$ cat src/sv/ita_pkg.sv
// shared types, constants and the digit to character mapping
// for the integer to ascii converter; no dependencies
package ita_pkg;

  localparam int VALUE_W = 32;
  localparam int DIGIT_W = 5;
  localparam int IDX_W   = 5;
  localparam int RADIX_W = 6;
  localparam int CHAR_W  = 8;
  localparam int BIT_CNT_W = $clog2(VALUE_W);

  localparam logic [RADIX_W-1:0] RADIX_MIN   = 6'd2;
  localparam logic [RADIX_W-1:0] RADIX_MAX   = 6'd32;
  localparam logic [RADIX_W-1:0] RADIX_RESET = 6'd10;
  localparam logic [RADIX_W-1:0] RADIX_DEC   = 6'd10;

  localparam logic [CHAR_W-1:0] ASCII_ZERO     = 8'd48;
  localparam logic [CHAR_W-1:0] ASCII_LETTER_A = 8'd65;
  localparam logic [CHAR_W-1:0] ASCII_MINUS    = 8'd45;

  // controller to datapath commands
  typedef struct packed {
    logic load;
    logic div_step;
    logic dig_store;
    logic load_sign;
    logic load_digit;
  } ita_cmd_t;

  // datapath to controller status
  typedef struct packed {
    logic bit_last;
    logic quot_zero;
    logic neg;
    logic out_free;
    logic idx_zero;
  } ita_stat_t;

  function automatic logic [CHAR_W-1:0] digit_char(input logic [DIGIT_W-1:0] d);
    logic [CHAR_W-1:0] dw;
    dw = {{(CHAR_W-DIGIT_W){1'b0}}, d};
    if (d >= DIGIT_W'(10)) begin
      return ASCII_LETTER_A + dw - 8'd10;
    end
    return ASCII_ZERO + dw;
  endfunction

endpackage

$ cat src/sv/ita_ctrl.sv
// sequencing state machine for the integer to ascii converter
// depends on ita_pkg for command and status types
module ita_ctrl (
  input  logic              clk,
  input  logic              rst_n,
  input  logic              in_tvalid,
  output logic              in_tready,
  input  ita_pkg::ita_stat_t stat,
  output ita_pkg::ita_cmd_t  cmd
);

  localparam logic [2:0] ST_IDLE = 3'd0;
  localparam logic [2:0] ST_DIV  = 3'd1;
  localparam logic [2:0] ST_NEXT = 3'd2;
  localparam logic [2:0] ST_SIGN = 3'd3;
  localparam logic [2:0] ST_EMIT = 3'd4;

  logic [2:0] state_r;
  logic [2:0] state_nxt;

  always_ff @(posedge clk) begin
    if (!rst_n) begin
      state_r <= ST_IDLE;
    end else begin
      state_r <= state_nxt;
    end
  end

  assign in_tready = (state_r == ST_IDLE);

  always_comb begin
    state_nxt = state_r;
    cmd = '0;
    case (state_r)
      ST_IDLE: begin
        if (in_tvalid) begin
          cmd.load  = 1'b1;
          state_nxt = ST_DIV;
        end
      end
      ST_DIV: begin
        cmd.div_step = 1'b1;
        if (stat.bit_last) begin
          state_nxt = ST_NEXT;
        end
      end
      ST_NEXT: begin
        // store remainder as next digit, keep dividing the quotient until it is zero
        cmd.dig_store = 1'b1;
        state_nxt = stat.quot_zero ? ST_SIGN : ST_DIV;
      end
      ST_SIGN: begin
        if (!stat.neg) begin
          state_nxt = ST_EMIT;
        end else if (stat.out_free) begin
          cmd.load_sign = 1'b1;
          state_nxt = ST_EMIT;
        end
      end
      ST_EMIT: begin
        if (stat.out_free) begin
          cmd.load_digit = 1'b1;
          if (stat.idx_zero) begin
            state_nxt = ST_IDLE;
          end
        end
      end
      default: begin
        state_nxt = ST_IDLE;
      end
    endcase
  end

endmodule

$ cat src/sv/ita_dp.sv
// datapath: radix register, bit-serial divider, digit store and output register
// depends on ita_pkg for widths, constants and command/status types
module ita_dp (
  input  logic                          clk,
  input  logic                          rst_n,
  input  logic                          cfg_wr_en,
  input  logic [ita_pkg::RADIX_W-1:0]   cfg_wr_data,
  input  logic [ita_pkg::VALUE_W-1:0]   in_tdata,
  output logic                          out_tvalid,
  input  logic                          out_tready,
  output logic [ita_pkg::CHAR_W-1:0]    out_tdata,
  output logic                          out_tlast,
  input  ita_pkg::ita_cmd_t             cmd,
  output ita_pkg::ita_stat_t            stat
);

  logic [ita_pkg::RADIX_W-1:0]   radix_r;
  logic [ita_pkg::VALUE_W-1:0]   quot_r;
  logic [ita_pkg::DIGIT_W-1:0]   prem_r;
  logic [ita_pkg::BIT_CNT_W-1:0] bit_cnt_r;
  logic [ita_pkg::IDX_W-1:0]     wr_idx_r;
  logic [ita_pkg::IDX_W-1:0]     rd_idx_r;
  logic                          neg_r;
  logic [ita_pkg::CHAR_W-1:0]    char_r;
  logic                          last_r;
  logic                          out_valid_r;
  logic [ita_pkg::DIGIT_W-1:0]   digit_mem [2**ita_pkg::IDX_W];

  logic [ita_pkg::RADIX_W-1:0]   trial;
  logic                          ge;
  logic [ita_pkg::RADIX_W-1:0]   diff;
  logic [ita_pkg::VALUE_W-1:0]   mag;

  // restoring division step: shift one dividend bit into the partial remainder
  assign trial = {prem_r, quot_r[ita_pkg::VALUE_W-1]};
  assign ge    = (trial >= radix_r);
  assign diff  = trial - radix_r;
  assign mag   = in_tdata[ita_pkg::VALUE_W-1] ? (ita_pkg::VALUE_W'(0) - in_tdata) : in_tdata;

  always_ff @(posedge clk) begin
    if (!rst_n) begin
      radix_r <= ita_pkg::RADIX_RESET;
    end else if (cfg_wr_en) begin
      if (cfg_wr_data < ita_pkg::RADIX_MIN) begin
        radix_r <= ita_pkg::RADIX_MIN;
      end else if (cfg_wr_data > ita_pkg::RADIX_MAX) begin
        radix_r <= ita_pkg::RADIX_MAX;
      end else begin
        radix_r <= cfg_wr_data;
      end
    end
  end

  always_ff @(posedge clk) begin
    if (!rst_n) begin
      bit_cnt_r <= '0;
    end else if (cmd.load || cmd.dig_store) begin
      bit_cnt_r <= '0;
    end else if (cmd.div_step) begin
      bit_cnt_r <= bit_cnt_r + 1'b1;
    end
  end

  always_ff @(posedge clk) begin
    if (cmd.load) begin
      quot_r   <= mag;
      prem_r   <= '0;
      wr_idx_r <= '0;
      neg_r    <= in_tdata[ita_pkg::VALUE_W-1] && (radix_r == ita_pkg::RADIX_DEC);
    end else if (cmd.div_step) begin
      prem_r <= ge ? diff[ita_pkg::DIGIT_W-1:0] : trial[ita_pkg::DIGIT_W-1:0];
      quot_r <= {quot_r[ita_pkg::VALUE_W-2:0], ge};
    end else if (cmd.dig_store) begin
      prem_r   <= '0;
      wr_idx_r <= wr_idx_r + 1'b1;
    end
  end

  // digits land least significant first, read back from the top index down
  always_ff @(posedge clk) begin
    if (cmd.dig_store) begin
      digit_mem[wr_idx_r] <= prem_r;
    end
  end

  always_ff @(posedge clk) begin
    if (cmd.dig_store) begin
      rd_idx_r <= wr_idx_r;
    end else if (cmd.load_digit) begin
      rd_idx_r <= rd_idx_r - 1'b1;
    end
  end

  always_ff @(posedge clk) begin
    if (cmd.load_sign) begin
      char_r <= ita_pkg::ASCII_MINUS;
      last_r <= 1'b0;
    end else if (cmd.load_digit) begin
      char_r <= ita_pkg::digit_char(digit_mem[rd_idx_r]);
      last_r <= (rd_idx_r == '0);
    end
  end

  always_ff @(posedge clk) begin
    if (!rst_n) begin
      out_valid_r <= 1'b0;
    end else if (cmd.load_sign || cmd.load_digit) begin
      out_valid_r <= 1'b1;
    end else if (out_tready) begin
      out_valid_r <= 1'b0;
    end
  end

  assign out_tvalid = out_valid_r;
  assign out_tdata  = char_r;
  assign out_tlast  = last_r;

  assign stat.bit_last  = (bit_cnt_r == ita_pkg::BIT_CNT_W'(ita_pkg::VALUE_W - 1));
  assign stat.quot_zero = (quot_r == '0);
  assign stat.neg       = neg_r;
  assign stat.out_free  = !out_valid_r || out_tready;
  assign stat.idx_zero  = (rd_idx_r == '0);

endmodule

$ cat src/sv/int_to_ascii_radix_unit.sv
// top level of the integer to ascii converter
// depends on ita_pkg, ita_ctrl and ita_dp
//
// Converts one signed 32-bit word to text in the radix held in the radix register
// (2..32, reset 10, writes saturate), most significant character first, tlast on
// the final one; '-' leads only for negatives in radix 10, other radices print the
// magnitude. Each digit takes one pass of the one-bit restoring divider, one step per
// dividend bit, then a store step. A sign step follows, which also loads the minus when
// there is one, and the digits then leave one per cycle through the output register
// while the receiver is ready; a stalled receiver holds them there. A new word is taken
// only once the last character of the previous one is loaded into the output register;
// that character may still be waiting there when the next word goes in.
module int_to_ascii_radix_unit (
  input  logic                        clk,
  input  logic                        rst_n,
  input  logic                        cfg_wr_en,
  input  logic [ita_pkg::RADIX_W-1:0] cfg_wr_data,
  input  logic                        in_tvalid,
  output logic                        in_tready,
  input  logic [ita_pkg::VALUE_W-1:0] in_tdata,   // [31:0] value
  output logic                        out_tvalid,
  input  logic                        out_tready,
  output logic [ita_pkg::CHAR_W-1:0]  out_tdata,  // [7:0] char_code
  output logic                        out_tlast
);

  ita_pkg::ita_cmd_t  cmd;
  ita_pkg::ita_stat_t stat;

  ita_ctrl u_ctrl (
    .clk       (clk),
    .rst_n     (rst_n),
    .in_tvalid (in_tvalid),
    .in_tready (in_tready),
    .stat      (stat),
    .cmd       (cmd)
  );

  ita_dp u_dp (
    .clk         (clk),
    .rst_n       (rst_n),
    .cfg_wr_en   (cfg_wr_en),
    .cfg_wr_data (cfg_wr_data),
    .in_tdata    (in_tdata),
    .out_tvalid  (out_tvalid),
    .out_tready  (out_tready),
    .out_tdata   (out_tdata),
    .out_tlast   (out_tlast),
    .cmd         (cmd),
    .stat        (stat)
  );

endmodule

$ cat config.mk
export PLATFORM = sky130hd
export DESIGN_NAME = int_to_ascii_radix_unit
export DESIGN_NICKNAME = d
export VERILOG_FILES = /design/src/sv/ita_pkg.sv /design/src/sv/ita_ctrl.sv /design/src/sv/ita_dp.sv /design/src/sv/int_to_ascii_radix_unit.sv
export SDC_FILE = /design/constraint.sdc
export NUM_CORES = 1
export LEC_CHECK = 0
export ABC_CLOCK_PERIOD_IN_PS = 5400
export BUFFER_PORTS_ARGS = -buffer_cell sky130_fd_sc_hd__buf_4
export CAP_MARGIN = 10
export CORE_MARGIN = 5
export CORE_UTILIZATION = 25
export DETAILED_ROUTE_END_ITERATION = 10
export MAX_ROUTING_LAYER = met4
export REMOVE_ABC_BUFFERS = 1
export SYNTH_ARGS = -nofsm -noshare
export SYNTH_HDL_FRONTEND = slang
export SYNTH_SLANG_ARGS = --single-unit
$ cat constraint.sdc
create_clock -name clk -period 5.4 [get_ports clk]
set_input_delay 1.08 -clock clk [delete_from_list [all_inputs] [get_ports clk]]
set_output_delay 1.08 -clock clk [all_outputs]
set_load 0.01 [all_outputs]
### Yosys cells after proc, flatten, opt, wreduce, memory -nomap -nowiden

Memories as Yosys holds them, arrays and structs flattened. A register that Yosys moved wholly into a read port is not among the register bits.
Cells that the tools add are included.

* word-level logic and storage cells: 88
* memories: 1
* input port bits: 43
* output and inout bits: 11
* flip-flop bits (word level): 72
* memory bits (writable): 160

* reductions and logical operators: 15
* muxes and demuxes: 36
* $add $sub $neg: 8
* bitwise gates (word level): 2
* eq/ne operators: 11
* order comparisons: 4

Memories
* u_dp.digit_mem: words 32, bits a word 5, read ports 1, clocked after Yosys merged registers in 1, wr ports 1, line ita_dp.sv:27 `logic [ita_pkg::DIGIT_W-1:0] digit_mem [2**ita_pkg::IDX_W];`

Operators with widths (number)
* two-way mux 32 bit: 3
* logical NOT 32 bit: 1
* subtractor 1 x 32 -> 32 bit, first input constant: 1
* two-way mux 5 bit: 6
* two-way mux 3 bit: 6
* two-way mux 8 bit: 2
* two-way mux 1 bit: 15
* case mux 3 bit (5 select lines): 1
* two-way mux 6 bit: 2
* adder 5 x 1 -> 5 bit, second input constant: 2
* adder 7 x 5 -> 8 bit, first input constant: 1
* inequality test 2 bit, second input constant: 4
* nonzero test 2 bit: 4
* subtractor 8 x 4 -> 8 bit, second input constant: 1
* adder 6 x 5 -> 7 bit, first input constant: 1
* == test 3 x 2 -> 1 bit, second input constant: 2
* == test 6 x 4 -> 1 bit, second input constant: 1
* >= comparator 6 bit: 1
* greater-than comparator 6 bit, second input constant: 1
* less-than comparator 6 x 2 -> 1 bit, second input constant: 1
* == test 5 bit, second input constant: 1
* >= comparator 5 x 4 -> 1 bit, second input constant: 1
* logical NOT 5 bit: 1
* AND reduction 5 bit: 1
* other kinds (13): 16

### Depth between registers and ports, before layout

Gate-level depths: netlist of run 1.

* depth after elaboration: 7
* mapped depth: 15
* depth with buffers taken out: 11

### Modules after synthesis

Synthesis of run 1 repeated with hierarchy kept, for this count alone.

* cell total of the unflattened synthesis: 819
* area, all modules: 10780.3 µm²

By module, submodules not included
* ita_dp: sequential area each 6646.4 µm², cells each 791, area an instance 10556.4 µm², instances 1
* ita_ctrl: sequential area each 60.1 µm², cells each 28, area an instance 224.0 µm², instances 1

### Worst setup path after synthesis of run 1

Ideal clock, no wire load.

* path kind: input to register
* start point: in in_tdata[12] (netlist name)
* end point: reg u_dp.quot_r[28] (netlist name) (data pin)
* library setup time: 266 ps
* slack: 2167 ps
* data required time: 5134 ps
* buffers on the path: 0
* stages on the path: 8
* arrival time: 2967 ps
* path through: or4_4 -> nor4_4 -> nand2b_1 -> or4_1 -> nand3b_4 -> o31ai_2 -> xor2_1 -> o21ai_1

* longest elaborated chain between the ends: 3

RTL lines
* start: declaration: line int_to_ascii_radix_unit.sv:20 `input logic [ita_pkg::VALUE_W-1:0] in_tdata,`
* subtractor 1 x 32 -> 32 bit: line ita_dp.sv:38 `assign mag = in_tdata[ita_pkg::VALUE_W-1] ? (ita_pkg::VALUE_W'(0) - in_tdata) : in_tdata;`
* two-way mux 32 bit: line ita_dp.sv:38
* two-way mux 32 bit: line ita_dp.sv:65 `if (cmd.load) begin`
* end signal: assignment: line ita_dp.sv:66 `quot_r <= mag;`
* end signal: assignment: line ita_dp.sv:72 `quot_r <= {quot_r[ita_pkg::VALUE_W-2:0], ge};`
* end: declaration: line ita_dp.sv:18 `logic [ita_pkg::VALUE_W-1:0] quot_r;`

Every way passes these cells.
A chain may end at the register's enable or synchronous reset.

==> impl_results.md, run 1 <==
* Number of library cell types mapped by synthesis at 63
* Count of yosys warnings during synthesis at 0
* Path class of the lowest-slack min-delay path: register to register
* Static Leak at 4.45 nW
* Placer congestion estimate at 0.806
* Synthesized flop and latch total at 236
* Wire length per cell at 15.9 um
* Clock sinks at 236
* Wire length of the first global-routing pass at 36.4 mm
* Biggest area contributors in the synthesized netlist: sky130_fd_sc_hd__edfxtp_1, sky130_fd_sc_hd__dfxtp_1, sky130_fd_sc_hd__mux2i_1
* Pre-CTS WS at 1770 ps
* Post-Synthesis Cells at 828
* Placement Cell Area at 0.0117 mm2
* Area inside the core boundary at 0.0428 mm2
* Total of cells resized after clock tree synthesis at 0
* Fraction of the yosys area taken by sequential cells at 62.4%
* Largest area contributor in the synthesized netlist: sky130_fd_sc_hd__edfxtp_1
* Number of buffers on the longest clock path at 3
* Top-level port count at 54
* Number of violations of the max-capacitance limit at 0
* Final setup violation count at 0
* Post-synthesis area per instance at 13.0 um2
* Critical Path RT at 5790 ps
* Area growth from synthesis to layout at 16.4%
* Share of cells above drive strength 1 at 15.6%
* DIE AREA at 0.0472 mm2
* Internal power at 3.69 mW
* Initial cell density of the core at 25.1%
* Slew margin rel. at 20.7%
* Number of antenna violations at the first check in global routing at 0
* Status: completed
* Reg-to-reg setup timing slack at 1900 ps
* Max Slew Vio Count at 0
* CP Capture Type: register
* Vias per inst at 4.54
* Number of buffers added for setup after CTS at 0
* H-tree Lvls at 1
* Clock slew at the register clock pins of the worst setup and hold paths at 60 ps
* Total overflow reported by the global router at 0
* Vert. Die Dim at 217 um
* Width of the die at 217 um
* Post-synth top area share at 55.3%
* Count of endpoints failing hold in the final timing report at 0
* Number of synthesized flops with an enable pin at 198
* Clock root buffer master: sky130_fd_sc_hd__clkbuf_16
* Unrepaired setup endpoints after global routing: false
* Startpoint kind of the worst setup timing path: register
* Proportion of power drawn by the clock network at 32.5%
* Sum of negative setup slack at 0 ps
* Crit Path Max Fanout at 21
* Power per Cell Area at 414 mW/mm2
* Fmax at 286 MHz
* N_diodes at 0
* Sequential share of power at 48.1%
* DRT Pass-1 Iters at 5
* Post-layout nets at 936
* Pin slew with the least headroom to its limit at 1190 ps
* Netlist area before placement at 0.0107 mm2
* Final-layout worst hold slack at 477 ps
* Top flip-flop cell by instance count after synthesis: sky130_fd_sc_hd__edfxtp_1
* Half-perimeter wire length after placement at 15.5 mm
* Cell area after layout at 0.0125 mm2
* TritonCTS clock tree: yes
* Final Worst Setup Slack at 1900 ps
* Cell row count at 76
* Global router's overall resource usage at 9.74%
* Number of buffers inserted during clock tree synthesis at 25
* Period utilisation layout at 64.8%
* Pin count of the biggest net entering global routing at 68
* Port bufs at 52
* Max rail drop VDD at 228 uV
* Largest clock skew in the final design at 25.1 ps
* Final critical-path required period at 3500 ps
* Total wire length at 22.9 mm
* Share of flip-flops with an asynchronous set or reset after synthesis at 0%
* Hold-fix buffers, CTS at 0
* Combinational cell fraction of total power at 19.5%
* Switching component of the power at 1.49 mW
* Startpoint-to-endpoint class of the critical path: register to register
* Arrival time of the worst setup path at 3890 ps
* Number of global-route vias before repair at 6584
* DRC Markers at 0
* Remaining antenna violation count after routing at 0
* Initial drt markers at 480
* Clock latency reported for the late side of the worst-skew pair at 530 ps
* Number of vias after detailed routing at 6535
* Fraction of power spent switching nets at 28.7%
sequential cells by signal, summed over array words and instances (netlist names), named ones only:
name / flops
u_dp.digit_mem: 160
u_dp.quot_r: 32
u_dp.out_tdata: 7
u_dp.radix_r: 6
u_dp.bit_cnt_r: 5
u_dp.prem_r: 5
u_dp.rd_idx_r: 5
u_dp.wr_idx_r: 5
u_ctrl.state_r: 3
u_dp.neg_r: 1
u_dp.out_tlast: 1
u_dp.out_tvalid: 1
placed cells by master, fill, tap and decap left out, types with 7 or more instances in the layout:
cell type	netlist	final
sky130_fd_sc_hd__nor4_1	11	11
sky130_fd_sc_hd__nor3_1	11	11
sky130_fd_sc_hd__buf_4	5	61
sky130_fd_sc_hd__mux2i_1	56	56
sky130_fd_sc_hd__xnor2_1	9	9
sky130_fd_sc_hd__nor2_1	70	70
sky130_fd_sc_hd__o31ai_1	9	9
sky130_fd_sc_hd__clkbuf_16	0	25
sky130_fd_sc_hd__a22oi_1	25	25
sky130_fd_sc_hd__ha_1	16	16
sky130_fd_sc_hd__o21ai_0	33	33
sky130_fd_sc_hd__xor2_1	32	32
sky130_fd_sc_hd__o21ai_1	18	18
sky130_fd_sc_hd__mux4_2	12	12
sky130_fd_sc_hd__mux2_2	7	7
sky130_fd_sc_hd__edfxtp_1	198	198
sky130_fd_sc_hd__nand4_1	7	7
sky130_fd_sc_hd__nand3_1	11	11
sky130_fd_sc_hd__a21oi_1	19	19
sky130_fd_sc_hd__nand2b_1	8	8
sky130_fd_sc_hd__nor2b_1	13	13
sky130_fd_sc_hd__inv_1	24	24
sky130_fd_sc_hd__dfxtp_1	38	37
sky130_fd_sc_hd__clkinv_2	1	8
sky130_fd_sc_hd__nand2_1	84	83
path summary, 6_finish.rpt:
check / start / end / cells past startpoint
setup reg to reg: register / u_dp.out_tdata[0]$_SDFFE_PP1P_ / 9
hold reg to reg: u_dp.out_tdata[6]$_SDFFE_PP0P_ / u_dp.out_tdata[6]$_SDFFE_PP0P_ / 2
setup / recovery: register / u_dp.out_tdata[0]$_SDFFE_PP1P_ / 9
hold / removal: u_dp.out_tdata[6]$_SDFFE_PP0P_ / u_dp.out_tdata[6]$_SDFFE_PP0P_ / 2
cell families (layout without fill, tap and decap cells):
family          after synthesis  after routing  share of synthesized area, %
simple gates                249            249                          11.2
flops                       236            236                          62.4
fa+ha+maj                    17             17                          2.05
mux                          82             82                          10.1
compound gates              137            137                          8.13
buf+inv                      65            132                          2.77
xor+xnor                     41             41                          3.34
other cells                   1              1                        0.0349
final cells by class:
class                   count  area (um2)
inverters                  25        95.1
well taps                 546         683
repair buffers             61         458
clock buffers              31         688
flip-flops and latches    236        6710
clock inverters            15         126
multi-input cells         527        3740
fillers                  4339       30300
power groups by stage:
stage	registers, mW	clock network, mW	logic, mW
3_5_place_dp	2.53	0	1.02
2_1_floorplan	2.54	0	0.604
6_report	2.49	1.68	1.01
3_3_place_gp	2.52	0	1.01
5_1_grt	2.52	1.79	1.13
4_1_cts	2.49	1.72	1.03
cells in the mapped netlist, types with 3 or more instances:
cell,count
sky130_fd_sc_hd__edfxtp_1,198
sky130_fd_sc_hd__nand2_1,84
sky130_fd_sc_hd__nor2_1,70
sky130_fd_sc_hd__mux2i_1,56
sky130_fd_sc_hd__dfxtp_1,38
sky130_fd_sc_hd__o21ai_0,33
sky130_fd_sc_hd__xor2_1,32
sky130_fd_sc_hd__a22oi_1,25
sky130_fd_sc_hd__inv_1,24
sky130_fd_sc_hd__clkbuf_1,23
sky130_fd_sc_hd__a21oi_1,19
sky130_fd_sc_hd__o21ai_1,18
sky130_fd_sc_hd__ha_1,16
sky130_fd_sc_hd__nor2b_1,13
sky130_fd_sc_hd__mux4_2,12
sky130_fd_sc_hd__nand3_1,11
sky130_fd_sc_hd__nor3_1,11
sky130_fd_sc_hd__nor4_1,11
sky130_fd_sc_hd__o31ai_1,9
sky130_fd_sc_hd__xnor2_1,9
sky130_fd_sc_hd__nand2b_1,8
sky130_fd_sc_hd__mux2_2,7
sky130_fd_sc_hd__nand4_1,7
sky130_fd_sc_hd__and2_1,6
sky130_fd_sc_hd__mux4_1,6
sky130_fd_sc_hd__a31oi_1,5
sky130_fd_sc_hd__buf_1,5
sky130_fd_sc_hd__buf_4,5
sky130_fd_sc_hd__and3_1,4
sky130_fd_sc_hd__buf_6,4
sky130_fd_sc_hd__nand3b_1,4
sky130_fd_sc_hd__o22ai_1,4
sky130_fd_sc_hd__o41ai_1,4
sky130_fd_sc_hd__or2_2,4
sky130_fd_sc_hd__or3_1,4
sky130_fd_sc_hd__buf_2,3
sky130_fd_sc_hd__o21a_1,3
sky130_fd_sc_hd__or4_1,3
per-stage QoR:
stage	std cells	util [%]	power, mW
2_1_floorplan	788	-	3.15
3_3_place_gp	1395	27.3	3.53
6_report	1441	29.2	5.18
4_1_cts	1441	29.2	5.24
5_1_grt	1441	29.2	5.43
3_5_place_dp	1395	27.3	3.55
critical path, cell delays in order (launching register included):
cell and delay, ps:
sky130_fd_sc_hd__dfxtp_1 970, sky130_fd_sc_hd__mux4_1 720, sky130_fd_sc_hd__mux4_2 500, sky130_fd_sc_hd__mux2_4 320, sky130_fd_sc_hd__clkinv_2 70, sky130_fd_sc_hd__ha_1 180
sky130_fd_sc_hd__inv_1 80, sky130_fd_sc_hd__a41oi_1 290, sky130_fd_sc_hd__xnor2_1 170, sky130_fd_sc_hd__a21oi_1 80
layer usage:
| layer | global-route usage (%) | wire length [um] | vias to the layer above |
|---|---|---|---|
| met5 | - | 0 | - |
| met4 | 2.06 | 482 | 0 |
| met3 | 1.47 | 1110 | 38 |
| met2 | 14.9 | 10400 | 162 |
| met1 | 13.8 | 11000 | 3122 |
| li1 | - | - | 3213 |
(Power assumes the default switching activity.)
==> run 2, diff against run 1 <==
ABC_CLOCK_PERIOD_IN_PS = 2900   (was 5400)
clock period = 2.9 ns   (was 5.4 ns; I/O delays follow)
==> run 2 against run 1 <==
Sequential power grew 82%; largest cell class unchanged; highest routed layer unchanged; flip-flop and latch count is the same; combinational power grew 110%.
==> impl_results.md, run 2 (same netlist as run 1, synthesis figures left out) <==
* Status: completed (unchanged)
* Metal2 WL at 10.7 mm (was 10.4 mm)
* CP Capture Type: register (unchanged)
* Total wire length at 23.6 mm (was 22.9 mm)
* Placer congestion estimate at 0.836 (was 0.806)
* Final-layout worst hold slack at 326 ps (was 477 ps)
* Remaining antenna violation count after routing at 0 (unchanged)
* Number of vias after detailed routing at 6754 (was 6535)
* Register with the most flip-flops: u_dp.digit_mem (unchanged)
* Slew margin rel. at 48.7% (was 20.7%)
* Wire length per cell at 16.1 um (was 15.9 um)
* Non-Filler Instances at 1469 (was 1441)
* Sum of negative setup slack at 0 ps (unchanged)
* Critical Path RT at 3350 ps (was 5790 ps)
* Total overflow reported by the global router at 0 (unchanged)
* Core occupancy in the finished layout at 29.9% (was 29.2%)
* Final Worst Setup Slack at 112 ps (was 1900 ps)
* N_diodes at 0 (unchanged)
* Largest clock skew in the final design at 24.6 ps (was 25.1 ps)
* Half-perimeter wire length after placement at 16.3 mm (was 15.5 mm)
* Detail Route met3 WL at 1.28 mm (was 1.11 mm)
* Period utilisation layout at 96.1% (was 64.8%)
* Wire length of the first global-routing pass at 37.2 mm (was 36.4 mm)
* Crit Path Max Fanout at 14 (was 21)
* H-tree Lvls at 1 (unchanged)
* Max rail drop VDD at 372 uV (was 228 uV)
* Commonest non-fill, non-tap cell in the layout: sky130_fd_sc_hd__edfxtp_1 (unchanged)
* Most frequent cells in the layout: sky130_fd_sc_hd__edfxtp_1, sky130_fd_sc_hd__buf_4, sky130_fd_sc_hd__nand2_1 (was sky130_fd_sc_hd__edfxtp_1, sky130_fd_sc_hd__nand2_1, sky130_fd_sc_hd__nor2_1)
* Power per Cell Area at 768 mW/mm2 (was 414 mW/mm2)
* Port bufs at 52 (unchanged)
* Number of flip-flops in the largest register at 160 (unchanged)
* Post-layout nets at 965 (was 936)
* Share of cells above drive strength 1 at 18.4% (was 15.6%)
* Total chip power at 9.83 mW (was 5.18 mW)
* Static Leak at 4.61 nW (was 4.45 nW)
* Number of antenna violations at the first check in global routing at 0 (unchanged)
* Initial drt markers at 507 (was 480)
* Path class of the lowest-slack min-delay path: input pin to register (was register to register)
* Highest signal layer in the routed design: met4 (unchanged)
* Vias per inst at 4.60 (was 4.54)
* DRC Markers at 0 (unchanged)
* Area growth from synthesis to layout at 19.1% (was 16.4%)
* Clock root buffer master: sky130_fd_sc_hd__clkbuf_16 (unchanged)
* Width of the die at 217 um (unchanged)
* Max Slew Vio Count at 0 (unchanged)
* Final critical-path required period at 2790 ps (was 3500 ps)
* Cell row count at 76 (unchanged)
* Area inside the core boundary at 0.0428 mm2 (unchanged)
* Global router's overall resource usage at 10.0% (was 9.74%)
* Vert. Die Dim at 217 um (unchanged)
* Clock sinks at 236 (unchanged)
* Unrepaired setup endpoints after global routing: true (was false)
* Pre-CTS WS at -117 ps (was 1770 ps)
* TritonCTS clock tree: yes (unchanged)
* Number of global-route vias before repair at 6732 (was 6584)
* Clock slew at the register clock pins of the worst setup and hold paths at 60 ps (about the same)
* Number of buffers on the longest clock path at 3 (unchanged)
* DRT Pass-1 Iters at 5 (unchanged)
* Number of buffers inserted during clock tree synthesis at 25 (unchanged)
* Total instance count after detailed placement at 1422 (was 1395)
* Final setup violation count at 0 (unchanged)
* Number of violations of the max-capacitance limit at 0 (unchanged)
* Arrival time of the worst setup path at 3240 ps (was 3890 ps)
* Cell area after layout at 0.0128 mm2 (was 0.0125 mm2)
* Routed met1 length at 11.2 mm (was 11.0 mm)
* Startpoint kind of the worst setup timing path: register (unchanged)
* Placement Cell Area at 0.0119 mm2 (was 0.0117 mm2)
* Pin slew with the least headroom to its limit at 769 ps (was 1190 ps)
* Startpoint-to-endpoint class of the critical path: register to register (unchanged)
* Fmax at 359 MHz (was 286 MHz)
* Count of endpoints failing hold in the final timing report at 0 (unchanged)
* Pin count of the biggest net entering global routing at 67 (was 68)
* Top-level port count at 54 (unchanged)
* DIE AREA at 0.0472 mm2 (unchanged)
* Clock latency reported for the late side of the worst-skew pair at 530 ps (about the same)
* Initial cell density of the core at 25.1% (unchanged)
==> run 2: cell types whose count changed in the layout (fill, tap and decap cells not counted), moves of 2 or more <==
cell,delta
sky130_fd_sc_hd__buf_12,+3
sky130_fd_sc_hd__buf_4,+26
sky130_fd_sc_hd__clkinvlp_4,-2
sky130_fd_sc_hd__nor2b_2,+2
sky130_fd_sc_hd__clkinv_1,+2
sky130_fd_sc_hd__clkbuf_1,+3
sky130_fd_sc_hd__nor2b_1,-2
sky130_fd_sc_hd__clkinv_2,-5
==> run 2: metal layers <==
metal	GRT usage, %	up-vias
met5	-	-
met4	2.13	0
met3	1.67	42
met2	15.4	181
met1	14.0	3265
li1	-	3266
==> run 2: area by class of cell <==
class	count	area (um2)
clock inverter	10	110
timing repair buffer	90	713
tap	546	683
inverter	25	95.1
clock buffer	35	724
fill	4349	30000
multi-input combinational	527	3760
sequential	236	6710
==> run 2: timing repair <==
action                     CTS  global route
setup buffers                0             2
gates resized for setup      0             7
hold endpoints to repair     0             0
hold buffers                 0             0
setup endpoints to repair    0             8
==> run 2: worst paths after layout <==
kind / start / endpoint / slack (ps) / cells past startpoint
worst min-delay path: rst_n / u_dp.radix_r[1]$_SDFFE_PN1P_ / 330 / 2
worst min register to register: u_dp.out_tdata[6]$_SDFFE_PP0P_ / u_dp.out_tdata[6]$_SDFFE_PP0P_ / 480 / 2
worst max-delay path: register / u_dp.out_tdata[6]$_SDFFE_PP0P_ / 110 / 10
worst max register to register: register / u_dp.out_tdata[6]$_SDFFE_PP0P_ / 110 / 10
==> run 2: power by group <==
part	internal [mW]	leakage, nW	switching [mW]
clock	1.92	0.412	1.27
combinational	0.837	2.03	1.26
sequential	4.33	2.16	0.207
total	7.09	4.61	2.74
==> run 2: critical path, cell delays in order (launching register included) <==
cell and delay [ps]:
sky130_fd_sc_hd__dfxtp_1 350, sky130_fd_sc_hd__buf_12 160, sky130_fd_sc_hd__mux4_1 590, sky130_fd_sc_hd__mux4_2 490, sky130_fd_sc_hd__mux2_4 290, sky130_fd_sc_hd__clkinv_2 70, sky130_fd_sc_hd__ha_1 170, sky130_fd_sc_hd__inv_1 80
sky130_fd_sc_hd__a41oi_2 220, sky130_fd_sc_hd__o21ai_0 130, sky130_fd_sc_hd__o22ai_1 160
==> run 3, diff against run 2 <==
ABC_AREA = 1   (was not set)
CTS_CLUSTER_DIAMETER = 30   (was not set)
==> run 3 against run 2 <==
Die area grew 2.1%; flip-flop and latch count is the same; worst setup slack gained 340 ps; synthesized area grew 2.2%; hold slack lost 34 ps; non-clock buffer count shrank 18; clock skew shrank 5.9 ps; critical endpoint is now u_dp.out_tdata[1]$_SDFFE_PP0P_.
==> impl_results.md, run 3 <==
* Internal power at 8.23 mW (was 7.09 mW)
* Vert. Die Dim at 220 um (was 217 um)
* Share of flip-flops with an asynchronous set or reset after synthesis at 0% (unchanged)
* Post-synth top area share at 54.1% (was 55.3%)
* Width of the die at 220 um (was 217 um)
* Max rail drop VDD at 460 uV (was 372 uV)
* Most frequent cells after synthesis: sky130_fd_sc_hd__nand2_1, sky130_fd_sc_hd__edfxtp_1, sky130_fd_sc_hd__nand3_1 (was sky130_fd_sc_hd__edfxtp_1, sky130_fd_sc_hd__nand2_1, sky130_fd_sc_hd__nor2_1)
* Period utilisation layout at 84.5% (was 96.1%)
* Critical path's largest stage delay at 500 ps (was 590 ps)
* Netlist area before placement at 0.0110 mm2 (was 0.0107 mm2)
* Total of cells resized after clock tree synthesis at 0 (unchanged)
* Fraction of power spent switching nets at 26.8% (was 27.9%)
* Count of endpoints failing hold in the final timing report at 0 (unchanged)
* Critical path's slowest cell: sky130_fd_sc_hd__inv_2 (was sky130_fd_sc_hd__mux4_1)
* Number of flip-flops in the largest register at 160 (unchanged)
* Global router's overall resource usage at 10.9% (was 10.0%)
* Count of yosys warnings during synthesis at 0 (unchanged)
* N_diodes at 0 (unchanged)
* Number of buffers on the longest clock path at 3 (unchanged)
* Number of synthesized flops with an enable pin at 198 (unchanged)
* Core occupancy in the finished layout at 31.4% (was 29.9%)
* Largest clock skew in the final design at 18.7 ps (was 24.6 ps)
* Pin slew with the least headroom to its limit at 810 ps (was 769 ps)
* Sequential share of power at 38.9% (was 46.1%)
* Number of global-route vias before repair at 8200 (was 6732)
* Pin count of the biggest net entering global routing at 82 (was 67)
* Most frequent cells in the layout: sky130_fd_sc_hd__nand2_1, sky130_fd_sc_hd__edfxtp_1, sky130_fd_sc_hd__nand3_1 (was sky130_fd_sc_hd__edfxtp_1, sky130_fd_sc_hd__buf_4, sky130_fd_sc_hd__nand2_1)
* Post-Synthesis Cells at 1113 (was 828)
* Total wire length at 25.8 mm (was 23.6 mm)
* Clock latency reported for the late side of the worst-skew pair at 530 ps (about the same)
* Wire length of the first global-routing pass at 42.0 mm (was 37.2 mm)
* Placer congestion estimate at 0.879 (was 0.836)
* H-tree Lvls at 2 (was 1)
* Clock root buffer master: sky130_fd_sc_hd__clkbuf_16 (unchanged)
* Switching component of the power at 3.01 mW (was 2.74 mW)
* Final critical-path required period at 2450 ps (was 2790 ps)
* Number of vias after detailed routing at 8071 (was 6754)
* Power per Cell Area at 828 mW/mm2 (was 768 mW/mm2)
* CP cell instances: inv_2 > buf_4 > nand3_1 > nand3_1 > nand2_1 > nand2_1 > nand3_1 > nand2_2 > inv_1 > ha_1 > nand3_2 > nand3_4 > nand2_1 > nand3_1 > a21oi_1 (was buf_12 > mux4_1 > mux4_2 > mux2_4 > clkinv_2 > ha_1 > inv_1 > a41oi_2 > o21ai_0 > o22ai_1)
* Half-perimeter wire length after placement at 16.6 mm (was 16.3 mm)
* Arrival time of the worst setup path at 2910 ps (was 3240 ps)
* Area growth from synthesis to layout at 23.5% (was 19.1%)
* Max Slew Vio Count at 0 (unchanged)
* DRT Pass-1 Iters at 5 (unchanged)
* Number of violations of the max-capacitance limit at 0 (unchanged)
* Static Leak at 5.09 nW (was 4.61 nW)
* Initial cell density of the core at 25.4% (was 25.1%)
* Critical Path RT at 3360 ps (was 3350 ps)
* Slew margin rel. at 45.6% (was 48.7%)
* Number of antenna violations at the first check in global routing at 0 (unchanged)
* Total overflow reported by the global router at 0 (unchanged)
* Family with the most delay on the worst path: simple AND/OR/NAND/NOR gates (was multiplexers)
* Number of buffers added for setup after CTS at 0 (unchanged)
* Crit Path Max Fanout at 34 (was 14)
* Biggest area contributors in the synthesized netlist: sky130_fd_sc_hd__edfxtp_1, sky130_fd_sc_hd__nand2_1, sky130_fd_sc_hd__dfxtp_1 (was sky130_fd_sc_hd__edfxtp_1, sky130_fd_sc_hd__dfxtp_1, sky130_fd_sc_hd__mux2i_1)
* Combinational cell fraction of total power at 14.5% (was 21.3%)
* Fraction of the yosys area taken by sequential cells at 61.1% (was 62.4%)
* Number of library cell types mapped by synthesis at 46 (was 63)
* Fmax at 408 MHz (was 359 MHz)
* Proportion of power drawn by the clock network at 46.6% (was 32.5%)
* Top flip-flop cell by instance count after synthesis: sky130_fd_sc_hd__edfxtp_1 (unchanged)
* Final setup violation count at 0 (unchanged)
* Initial drt markers at 646 (was 507)
* Post-synthesis area per instance at 9.87 um2 (was 13.0 um2)
* Clock sinks at 236 (unchanged)
* Area inside the core boundary at 0.0433 mm2 (was 0.0428 mm2)
* Hold-fix buffers, CTS at 0 (unchanged)
* Share of cells above drive strength 1 at 13.9% (was 18.4%)
* Port bufs at 52 (unchanged)
* CP bufs+invs at 3 (unchanged)
* Status: completed (unchanged)
* Synthesized flop and latch total at 236 (unchanged)
* Largest area contributor in the synthesized netlist: sky130_fd_sc_hd__edfxtp_1 (unchanged)
* Top-level port count at 54 (unchanged)
* Pre-CTS WS at 369 ps (was -117 ps)
* Startpoint kind of the worst setup timing path: register (unchanged)
* Post-layout nets at 1245 (was 965)
* Remaining antenna violation count after routing at 0 (unchanged)
* Path class of the lowest-slack min-delay path: input pin to register (unchanged)
* TritonCTS clock tree: yes (unchanged)
* DIE AREA at 0.0482 mm2 (was 0.0472 mm2)
* Startpoint-to-endpoint class of the critical path: register to register (unchanged)
* DRC Markers at 0 (unchanged)
* Clock slew at the register clock pins of the worst setup and hold paths at 50 ps (was 60 ps)
* Cell row count at 76 (unchanged)
* Number of buffers inserted during clock tree synthesis at 45 (was 25)
* Unrepaired setup endpoints after global routing: false (was true)
* Most frequently used cell type in the post-synthesis netlist: sky130_fd_sc_hd__nand2_1 (was sky130_fd_sc_hd__edfxtp_1)
* CP Capture Type: register (unchanged)
* Final-layout worst hold slack at 292 ps (was 326 ps)
* Wire length per cell at 14.3 um (was 16.1 um)
* Crit-path most repeated cell: sky130_fd_sc_hd__nand3_1
* Register with the most flip-flops: u_dp.digit_mem (unchanged)
* Commonest non-fill, non-tap cell in the layout: sky130_fd_sc_hd__nand2_1 (was sky130_fd_sc_hd__edfxtp_1)
* Vias per inst at 4.47 (was 4.60)
* Final Worst Setup Slack at 450 ps (was 112 ps)
## run 3: kinds of logic (layout without fill, tap and decap cells)
logic type	count (synthesis)	in the layout	synth area share, %
multiplexers	1	1	0.103
XOR/XNOR	28	28	2.23
other	1	1	0.0341
flip-flops	236	236	61.1
AO/OA/AOI/OAI	134	134	6.72
adder cells (fa/ha/maj)	17	17	2.01
AND/OR/NAND/NOR	584	584	23.0
buffers and inverters	112	221	4.82
## run 3: final timing paths
path	start	to	slack [ps]	cells after the start
worst max-delay path	register	u_dp.out_tdata[1]$_SDFFE_PP0P_	450	15
worst min-delay path	cfg_wr_en	u_dp.radix_r[3]$_SDFFE_PN1P_	290	2
worst max register to register	register	u_dp.out_tdata[1]$_SDFFE_PP0P_	450	15
worst min register to register	u_dp.out_tdata[6]$_SDFFE_PP0P_	u_dp.out_tdata[6]$_SDFFE_PP0P_	460	2
## run 3: worst reg2reg max path, stage by stage, from the launching register on
cell,delay [ps]
sky130_fd_sc_hd__dfxtp_1,310
sky130_fd_sc_hd__inv_2,500
sky130_fd_sc_hd__buf_4,250
sky130_fd_sc_hd__nand3_1,80
sky130_fd_sc_hd__nand3_1,80
sky130_fd_sc_hd__nand2_1,80
sky130_fd_sc_hd__nand2_1,70
sky130_fd_sc_hd__nand3_1,90
sky130_fd_sc_hd__nand2_2,130
sky130_fd_sc_hd__inv_1,60
sky130_fd_sc_hd__ha_1,200
sky130_fd_sc_hd__nand3_2,110
sky130_fd_sc_hd__nand3_4,120
sky130_fd_sc_hd__nand2_1,80
sky130_fd_sc_hd__nand3_1,70
sky130_fd_sc_hd__a21oi_1,140
## run 3: layout make-up
type                            instances  area, um2
Fill cell                            4392      29700
Sequential cell                       236       6710
Multi-Input combinational cell        765       3750
Clock buffer                           55       1230
Tap cell                              585        732
Timing Repair Buffer                   72        566
Clock inverter                         29        337
Inverter                               65        246
## run 3: through the flow
step / power [mW] / cell area, um2 / instances / setup TNS [ps]
5_1_grt: 11.7 / 13600 / 1807 / 0
2_1_floorplan: 5.36 / 10700 / 1066 / -4490
3_3_place_gp: 6.04 / 12000 / 1723 / 0
6_report: 11.2 / 13600 / 1807 / 0
4_1_cts: 11.3 / 13600 / 1807 / 0
3_5_place_dp: 6.07 / 12000 / 1723 / 0
## run 3: power groups by stage
stage | clock network (mW) | logic (mW) | registers, mW
2_1_floorplan | 0 | 0.759 | 4.60
3_3_place_gp | 0 | 1.62 | 4.42
3_5_place_dp | 0 | 1.65 | 4.42
4_1_cts | 5.33 | 1.65 | 4.37
5_1_grt | 5.51 | 1.84 | 4.39
6_report | 5.24 | 1.63 | 4.37
## run 3: metal layers
metal	global-route usage, %	routed length [um]	vias to the layer above
met4	2.83	415	0
met1	14.6	11900	3782
met2	17.2	12100	229
li1	-	-	4017
met3	2.12	1480	43
met5	-	0	-
